--- src/design/pie_pkg.sv ---
`timescale 1ns / 1ps
// Package for the positional insert/erase array.
// Holds field widths, operation and status codes, and controller/datapath structs.
package pie_pkg;

  // Default number of storage slots
  localparam int CAPACITY_DEF = 1024;

  // Request and result field widths
  localparam int OP_W   = 2;
  localparam int POS_W  = 11;
  localparam int WORD_W = 32;
  localparam int ST_W   = 2;

  // Operation codes
  localparam logic [OP_W-1:0] OP_READ   = 2'd0;
  localparam logic [OP_W-1:0] OP_INSERT = 2'd1;
  localparam logic [OP_W-1:0] OP_ERASE  = 2'd2;
  localparam logic [OP_W-1:0] OP_CLEAR  = 2'd3;

  // Status codes
  localparam logic [ST_W-1:0] ST_OK    = 2'd0;
  localparam logic [ST_W-1:0] ST_FULL  = 2'd1;
  localparam logic [ST_W-1:0] ST_RANGE = 2'd2;

  // Controller to datapath commands
  typedef struct packed {
    logic cap;        // capture request, decode, update count
    logic up_step;    // read one element of an upward move
    logic dn_step;    // read one element of a downward move
    logic fill_step;  // write one copy of the insert value
    logic fin;        // load the result register
  } cmd_t;

  // Datapath to controller status
  typedef struct packed {
    logic go_up;      // request is an insert that moves a tail
    logic go_fill;    // request is an insert that writes copies
    logic go_dn;      // request is an erase that moves a tail
    logic up_last;    // current upward read is the last one
    logic dn_last;    // current downward read is the last one
    logic fill_last;  // current fill write is the last one
    logic out_busy;   // result register cannot take a new result
  } sts_t;

endpackage

--- src/design/pie_ctrl.sv ---
`timescale 1ns / 1ps
// Controller state machine: sequences capture, tail moves, fill and result load.
// Depends on pie_pkg for cmd_t and sts_t.
module pie_ctrl (
  input  logic          clk,
  input  logic          rst_n,
  input  logic          in_valid,
  output logic          in_ready,
  input  pie_pkg::sts_t sts,
  output pie_pkg::cmd_t cmd
);
  import pie_pkg::*;

  typedef enum logic [5:0] {
    S_IDLE   = 6'b000001,
    S_UP     = 6'b000010,
    S_DN     = 6'b000100,
    S_DRAIN  = 6'b001000,
    S_FILL   = 6'b010000,
    S_RESULT = 6'b100000
  } state_t;

  state_t state_r, state_nxt;
  logic   is_ins_r, is_ins_nxt;

  assign in_ready = (state_r == S_IDLE);

  // Next state and commands
  always_comb begin
    state_nxt  = state_r;
    is_ins_nxt = is_ins_r;
    cmd        = '0;
    unique case (state_r)
      S_IDLE: begin
        if (in_valid) begin
          cmd.cap = 1'b1;
          if (sts.go_up) begin
            state_nxt  = S_UP;
            is_ins_nxt = 1'b1;
          end else if (sts.go_fill) begin
            state_nxt = S_FILL;
          end else if (sts.go_dn) begin
            state_nxt  = S_DN;
            is_ins_nxt = 1'b0;
          end else begin
            state_nxt = S_RESULT;
          end
        end
      end
      S_UP: begin
        cmd.up_step = 1'b1;
        if (sts.up_last) begin
          state_nxt = S_DRAIN;
        end
      end
      S_DN: begin
        cmd.dn_step = 1'b1;
        if (sts.dn_last) begin
          state_nxt = S_DRAIN;
        end
      end
      S_DRAIN: begin
        // last moved word is written this cycle
        state_nxt = is_ins_r ? S_FILL : S_RESULT;
      end
      S_FILL: begin
        cmd.fill_step = 1'b1;
        if (sts.fill_last) begin
          state_nxt = S_RESULT;
        end
      end
      S_RESULT: begin
        if (!sts.out_busy) begin
          cmd.fin   = 1'b1;
          state_nxt = S_IDLE;
        end
      end
      default: begin
        state_nxt = S_IDLE;
      end
    endcase
  end

  always_ff @(posedge clk) begin
    if (!rst_n) begin
      state_r  <= S_IDLE;
      is_ins_r <= 1'b0;
    end else begin
      state_r  <= state_nxt;
      is_ins_r <= is_ins_nxt;
    end
  end

endmodule

--- config.mk ---
export PLATFORM = sky130hd
export DESIGN_NAME = pie_ctrl
export DESIGN_NICKNAME = d
export VERILOG_FILES = /design/src/design/pie_pkg.sv /design/src/design/pie_ctrl.sv
export SDC_FILE = /design/constraint.sdc
export NUM_CORES = 1
export LEC_CHECK = 0
export BUFFER_PORTS_ARGS = -buffer_cell sky130_fd_sc_hd__buf_4
export CORE_AREA = 2 2 39 41
export CTS_CLUSTER_SIZE = 40
export DETAILED_ROUTE_END_ITERATION = 10
export DIE_AREA = 0 0 41 43
export SETUP_SLACK_MARGIN = 0.1
export SLEW_MARGIN = 40
export SYNTH_ARGS = -nofsm -noshare
export SYNTH_HDL_FRONTEND = slang
export SYNTH_SLANG_ARGS = --single-unit
--- constraint.sdc ---
create_clock -name clk -period 2.56 [get_ports clk]
set_input_delay 0.128 -clock clk [delete_from_list [all_inputs] [get_ports clk]]
set_output_delay 0.128 -clock clk [all_outputs]
set_load 0.01 [all_outputs]
==> flow_metrics.py, run 1 <==
metrics = {
    "synth": {
        "postSynthRegisterBits": 7,
        "synth_area_leaders": "dfxtp_1 27%, or4_4 6.5%, nor3_4 6.2%",
        "yosysWarnings": 0,
        "synth.avg_cell_area_um2": 8.70,
        "netlist_instances": 60,
        "syn_area_um2": 522,
        "synth_nets": 70,
        "synth_top_area_cell": "dfxtp_1",
        "synth_top_cell_area_share": 0.269,
        "ys_types": 32,
        "synth_seq_area_share": 0.269,
    },
    "cts": {
        "cts-root-buf": "clkbuf_4",
        "post_cts_buffers": 0,
        "cts_tree": "yes",
        "hold_buffers": 0,
        "clkSinkCount": 7,
        "cts_resized": 0,
        "cts_max_level": 1,
        "clk_pin_slew_ns": 0.05,
        "worstSkewPairLatency_ns": 0.25,
        "clk_path_buf_depth": 2,
        "numCtsBuffers": 3,
    },
    "placed_design": {
        "dp_cells": 90,
        "dp_hpwl_um": 982,
        "place_congestion": 0.763,
        "place_ws_ns": 0.788,
        "io_buffers": 15,
    },
    "cells_and_area": {
        "fin_nets": 89,
        "syn_to_final_growth_pct": 28.3,
        "drive_above_1_share": 0.321,
        "final_cell_mix": "15 x buf_4, 7 x nor2_1, 7 x dfxtp_1",
        "seqCellArea_um2": 140,
        "utilization": 0.484,
        "fin_cells": 94,
        "fillers": 152,
        "diodes": 0,
        "multi_input_area_um2": 367,
        "layout_commonest_cell": "buf_4",
    },
    "pwr": {
        "p_sw_mw": 0.162,
        "p_comb_frac": 0.444,
        "swShare": 0.355,
        "p_int_mw": 0.294,
        "p_seq_frac": 0.336,
        "clkPwrFrac": 0.220,
        "power.density_nw_per_um2": 682,
        "ir_drop_mv": 0.436,
        "p_leak_nw": 0.265,
    },
    "timing": {
        "relSlewSlack": 0.561,
        "setup_viol": 0,
        "finalCriticalPeriod_ns": 1.81,
        "worst_slew_pin_slew_ns": 0.650,
        "finalHoldViolCount": 0,
        "finClkSkew_ns": 0.00163,
        "finalMaxSlewViolations": 0,
        "period_share": 0.707,
        "rsz0062_at_grt": "false",
        "final.setup.tns_ns": 0,
        "fmax_mhz": 552,
        "fin_ws_ns": 0.749,
    },
    "run_status": {
        "status": "finished clean",
    },
    "die": {
        "start_util": 0.377,
        "coreArea_um2": 1380,
        "die_h_um": 43,
        "rows": 14,
        "io_pins": 16,
        "dieArea_um2": 1760,
        "fp.dieW_um": 41,
    },
    "critical_path": {
        "critPathRequiredTime_ns": 2.43,
        "cp.arrival_ns": 1.68,
        "end_kind": "output pin",
        "cp-start-kind": "flip-flop",
        "path_max_fanout": 8,
        "setup.worst_path.class": "reg2out",
    },
    "detailed_routing": {
        "num_vias": 526,
        "drc": 0,
        "wirelength_um": 1240,
        "drt-pass1-iter-count": 5,
        "viasPerCell": 5.60,
        "ant_nets": 0,
        "routedWlPerCell_um": 13.2,
        "drt_iter0_markers": 5,
    },
    "global_routing": {
        "antenna_found_initial": 0,
        "grt_pass1_vias": 456,
        "overflow": 0,
        "grt_max_degree": 12,
        "grt_pass1_wl_um": 2080,
        "grtUsageTotal": 0.176,
    },
    "min_path": {
        "hold_class": "in2reg",
    },
    "run": {
        "cap_violations": 0,
    },
}
-- synthesized netlist by cell type, drive strengths merged --
cell	count
dfxtp	7
nor2	7
nor3	6
nand3b	3
nor2b	3
nor4b	3
or4	3
a21oi	2
nand2b	2
o21ai	2
or2b	2
a211oi	1
a22o	1
a22oi	1
a31oi	1
and2	1
and3	1
buf	1
inv	1
nand2	1
nand4	1
nor3b	1
o211ai	1
o21a	1
o21bai	1
o221a	1
o311ai	1
o31ai	1
or3	1
or3b	1
xor2	1
-- power by group through the flow --
stage	clock network, mW	registers (mW)	logic, mW
6_report	0.100	0.153	0.203
3_3_place_gp	0	0.156	0.203
4_1_cts	0.101	0.154	0.205
3_5_place_dp	0	0.156	0.204
5_1_grt	0.112	0.159	0.221
2_1_floorplan	0	0.142	0.157
-- worst max-delay path, cell delays in order (launching register included) --
cell	delay (ns)
dfxtp_1	0.37
nor4b_1	0.61
and3_1	0.31
buf_4	0.14
-- metrics by stage --
stage	instance area, um2	total power [mW]	hold WS, ns
after floorplan	522	0.299	0.245
after global placement	643	0.359	0.388
after detailed placement	643	0.360	0.375
after CTS	669	0.461	0.119
after global routing	669	0.492	0.140
final	669	0.456	0.124
-- area by class of cell --
cell class,count,area share
Multi-Input combinational cell,51,0.548
Sequential cell,7,0.209
Timing Repair Buffer,15,0.168
Clock buffer,4,0.0393
Tap cell,16,0.0299
Inverter,1,0.00561
-- cells by family (layout without fill, tap and decap cells) --
| group | count (synthesis) | count (layout) | share of synthesized area |
|---|---|---|---|
| AOI/OAI and AO/OA | 14 | 14 | 0.192 |
| and+or+nand+nor | 36 | 36 | 0.494 |
| DFF | 7 | 7 | 0.269 |
| xor gates and xnor gates | 1 | 1 | 0.0168 |
| buffers and inverters | 2 | 20 | 0.0288 |
-- sequential cells by signal, summed over array words and instances, names as in the netlist --
register / cells
is_ins_r: 1
state_r: 6
-- path summary, 6_finish.rpt --
check,start,end,slack [ns],cells past startpoint
setup / recovery,state_r[2],cmd[4],0.75,3
hold / removal,rst_n,state_r[2],0.12,2
setup reg to reg,state_r[4],state_r[4],0.79,4
hold reg to reg,is_ins_r,is_ins_r,0.58,2
-- metal layers --
layer,GRT usage,part of all wire
met2,0.266,0.52
met5,0,0
met3,0.0471,0.045
met4,0.0600,0.0048
met1,0.233,0.43
Power figures use the tool's default switching activity.
==> inputs of run 2 (changes only) <==
--- a/config.mk
+++ b/config.mk
@@ -5,6 +5,7 @@
 export SDC_FILE = /design/constraint.sdc
 export NUM_CORES = 1
 export LEC_CHECK = 0
+export ABC_AREA = 1
 export BUFFER_PORTS_ARGS = -buffer_cell sky130_fd_sc_hd__buf_4
 export CORE_AREA = 2 2 39 41
 export CTS_CLUSTER_SIZE = 40
==> constraint.sdc (replaced) <==
create_clock -name clk -period 1.7 [get_ports clk]
set_input_delay 0.085 -clock clk [delete_from_list [all_inputs] [get_ports clk]]
set_output_delay 0.085 -clock clk [all_outputs]
set_load 0.01 [all_outputs]
==> flow_metrics.py, run 2 <==
metrics = {
    "synth": {
        "synth_top_family_by_area": "simple AND/OR/NAND/NOR gates",
        "ys_types": 13,
        "postSynthRegisterBits": 7,
        "synth_compound_area_frac": 0.0493,
        "netlist_instances": 81,
        "synth_commonest_cells": "16 x inv_1, 16 x nor2_1, 11 x nand2_1, 11 x nand3_1, 7 x dfxtp_1",
        "synth_top_cell_area_share": 0.276,
        "yosysWarnings": 0,
        "synthArstFlopShare": 0,
        "synth_seq_area_share": 0.276,
        "synth_ff_type": "dfxtp_1",
        "muxShareOfSynthArea": 0,
        "synth_area_leaders": "dfxtp_1 28%, inv_1 12%, nor2_1 12%",
        "synth.avg_cell_area_um2": 6.27,
        "synth_nets": 91,
        "synth_edf_count": 0,
        "synth_xor_area_frac": 0,
        "synth-simple-area-share": 0.539,
        "synth_top_area_cell": "dfxtp_1",
        "syn_area_um2": 508,
        "synth_adder_area_share": 0,
    },
    "timing": {
        "rsz0062_at_grt": "false",
        "fmax_mhz": 761,
        "hold_slack_ns": 0.0626,
        "relSlewSlack": 0.861,
        "finalMaxSlewViolations": 0,
        "final.setup.tns_ns": 0,
        "setup_viol": 0,
        "period_share": 0.773,
        "finalCriticalPeriod_ns": 1.31,
        "worst_slew_pin_slew_ns": 0.208,
        "finClkSkew_ns": 0.00276,
        "finalHoldViolCount": 0,
    },
    "critical_path": {
        "critical_path_buf_inv_count": 1,
        "rr_worst_depth": 6,
        "cpLargestDelayFamily": "simple AND/OR/NAND/NOR gates",
        "slowest_delay_ns": 0.35,
        "worstReg2RegEnd": "state_r[5]",
        "path_max_fanout": 7,
        "path_cells": "nor2_4 -> nand3_4 -> nor2_4 -> buf_4",
        "cp-start-kind": "flip-flop",
        "end_kind": "output pin",
        "r2r_start": "state_r[4]",
        "critPathRequiredTime_ns": 1.62,
        "crit_cells": 4,
        "setup.worst_path.class": "reg2out",
        "critPathSlowestCell": "dfxtp_1",
        "cp.arrival_ns": 1.23,
        "crit_top_cell": "nor2_4",
        "r2r_setup_slack_ns": 0.48,
    },
    "cts": {
        "cts_resized": 0,
        "hold_buffers": 0,
        "cts-root-buf": "clkbuf_4",
        "post_cts_buffers": 0,
        "clk_pin_slew_ns": 0.05,
        "cts_tree": "yes",
        "clk_path_buf_depth": 2,
        "worstSkewPairLatency_ns": 0.26,
        "cts_max_level": 1,
        "clkSinkCount": 7,
        "numCtsBuffers": 3,
    },
    "global_routing": {
        "grt_max_degree": 9,
        "grt_pass1_vias": 460,
        "grtUsageTotal": 0.145,
        "grt_pass1_wl_um": 1730,
        "antenna_found_initial": 0,
        "overflow": 0,
    },
    "die": {
        "start_util": 0.367,
        "coreArea_um2": 1380,
        "die_h_um": 43,
        "io_pins": 16,
        "dieArea_um2": 1760,
        "fp.dieW_um": 41,
        "rows": 14,
    },
    "cells_and_area": {
        "largest_register_ff_count": 6,
        "syn_to_final_growth_pct": 31.3,
        "drive_above_1_share": 0.280,
        "fin_nets": 111,
        "final_cell_mix": "16 x inv_1, 16 x nor2_1, 15 x buf_4",
        "largest_register": "state_r",
        "utilization": 0.482,
        "diodes": 0,
        "reg_top3": "state_r x6, is_ins_r x1",
    },
    "detailed_routing": {
        "drt_iter0_markers": 11,
        "drc": 0,
        "routedWlPerCell_um": 9.20,
        "wirelength_um": 1070,
        "ant_nets": 0,
        "met1_length_um": 507,
        "num_vias": 517,
        "drt-pass1-iter-count": 4,
        "viasPerCell": 4.46,
        "met3_length_um": 54,
        "wl_met2_um": 485,
        "highest_layer": "met4",
    },
    "run_status": {
        "status": "finished clean",
    },
    "placed_design": {
        "dp_hpwl_um": 871,
        "io_buffers": 15,
        "place_congestion": 0.733,
    },
    "pwr": {
        "p_leak_nw": 0.370,
        "ir_drop_mv": 0.945,
        "clkPwrFrac": 0.166,
        "p_sw_mw": 0.435,
        "p_int_mw": 0.508,
        "power.density_nw_per_um2": 1410,
        "swShare": 0.461,
        "p_comb_frac": 0.558,
        "p_seq_frac": 0.276,
    },
    "run": {
        "cap_violations": 0,
    },
    "min_path": {
        "hold_class": "in2reg",
        "min_to": "state_r[0]",
        "hold_start": "rst_n",
        "hold_depth": 2,
    },
}
-- run 2: changes by cell type after synthesis, sizes merged, moves of 3 or more --
cell and change:
nand2 +11, inv +16, nand4 +4, a21oi +3, nor4b -3, nand3b -3
nor2b -3, or4 -3, nor2 +15, nor3 -6, nand3 +12
-- run 2: cell type report --
class / instances / area, um2
inverters: 18 / 68.8
well taps: 16 / 20.0
flip-flops and latches: 7 / 140
repair buffers: 15 / 113
multi-input cells: 56 / 299
clock buffers: 4 / 26.3
fillers: 151 / 717
-- run 2: worst register-to-register path, stage by stage (launching register included) --
cell,delay (ns)
dfxtp_1,0.35
nor2_4,0.22
nand4_1,0.16
nand2_1,0.14
nor2_4,0.06
a21oi_1,0.13
nor2_1,0.06
-- run 2: worst max path at each step --
stage | slack (ns) | start | endpoint
finish | 0.39 | state_r[4] | cmd[4]
global placement | 0.49 | state_r[4] | state_r[4]
CTS | 0.38 | state_r[4] | cmd[4]
global route | 0.31 | state_r[4] | cmd[4]
detailed placement | 0.47 | state_r[4] | state_r[5]
floorplan | 0.59 | state_r[0] | state_r[4]
-- run 2: logic make-up (layout without fill, tap and decap cells) --
| group | count (synthesis) | count (layout) |
|---|---|---|
| AOI/OAI and AO/OA | 5 | 5 |
| DFF | 7 | 7 |
| buffers and inverters | 18 | 37 |
| and+or+nand+nor | 51 | 51 |
-- run 2: routing by layer --
metal | vias up | track usage
met5 | - | 0
met4 | 0 | 0.100
met3 | 3 | 0.0157
met2 | 16 | 0.219
met1 | 208 | 0.182
li1 | 290 | -
-- run 2: power groups by stage --
| stage | registers [mW] | clock network (mW) | logic (mW) |
|---|---|---|---|
| CTS | 0.260 | 0.156 | 0.533 |
| floorplan | 0.257 | 0 | 0.386 |
| global placement | 0.263 | 0 | 0.527 |
| finish | 0.260 | 0.157 | 0.526 |
| detailed placement | 0.263 | 0 | 0.532 |
| global route | 0.268 | 0.162 | 0.585 |
-- run 2: per-stage QoR --
step                instance area (um2)  cells  setup WS, ns  power, mW
floorplan                           508     81         0.592      0.643
global placement                    641    112         0.490      0.790
detailed placement                  641    112         0.469      0.796
CTS                                 667    116         0.378      0.949
global route                        667    116         0.305       1.01
finish                              667    116         0.386      0.943
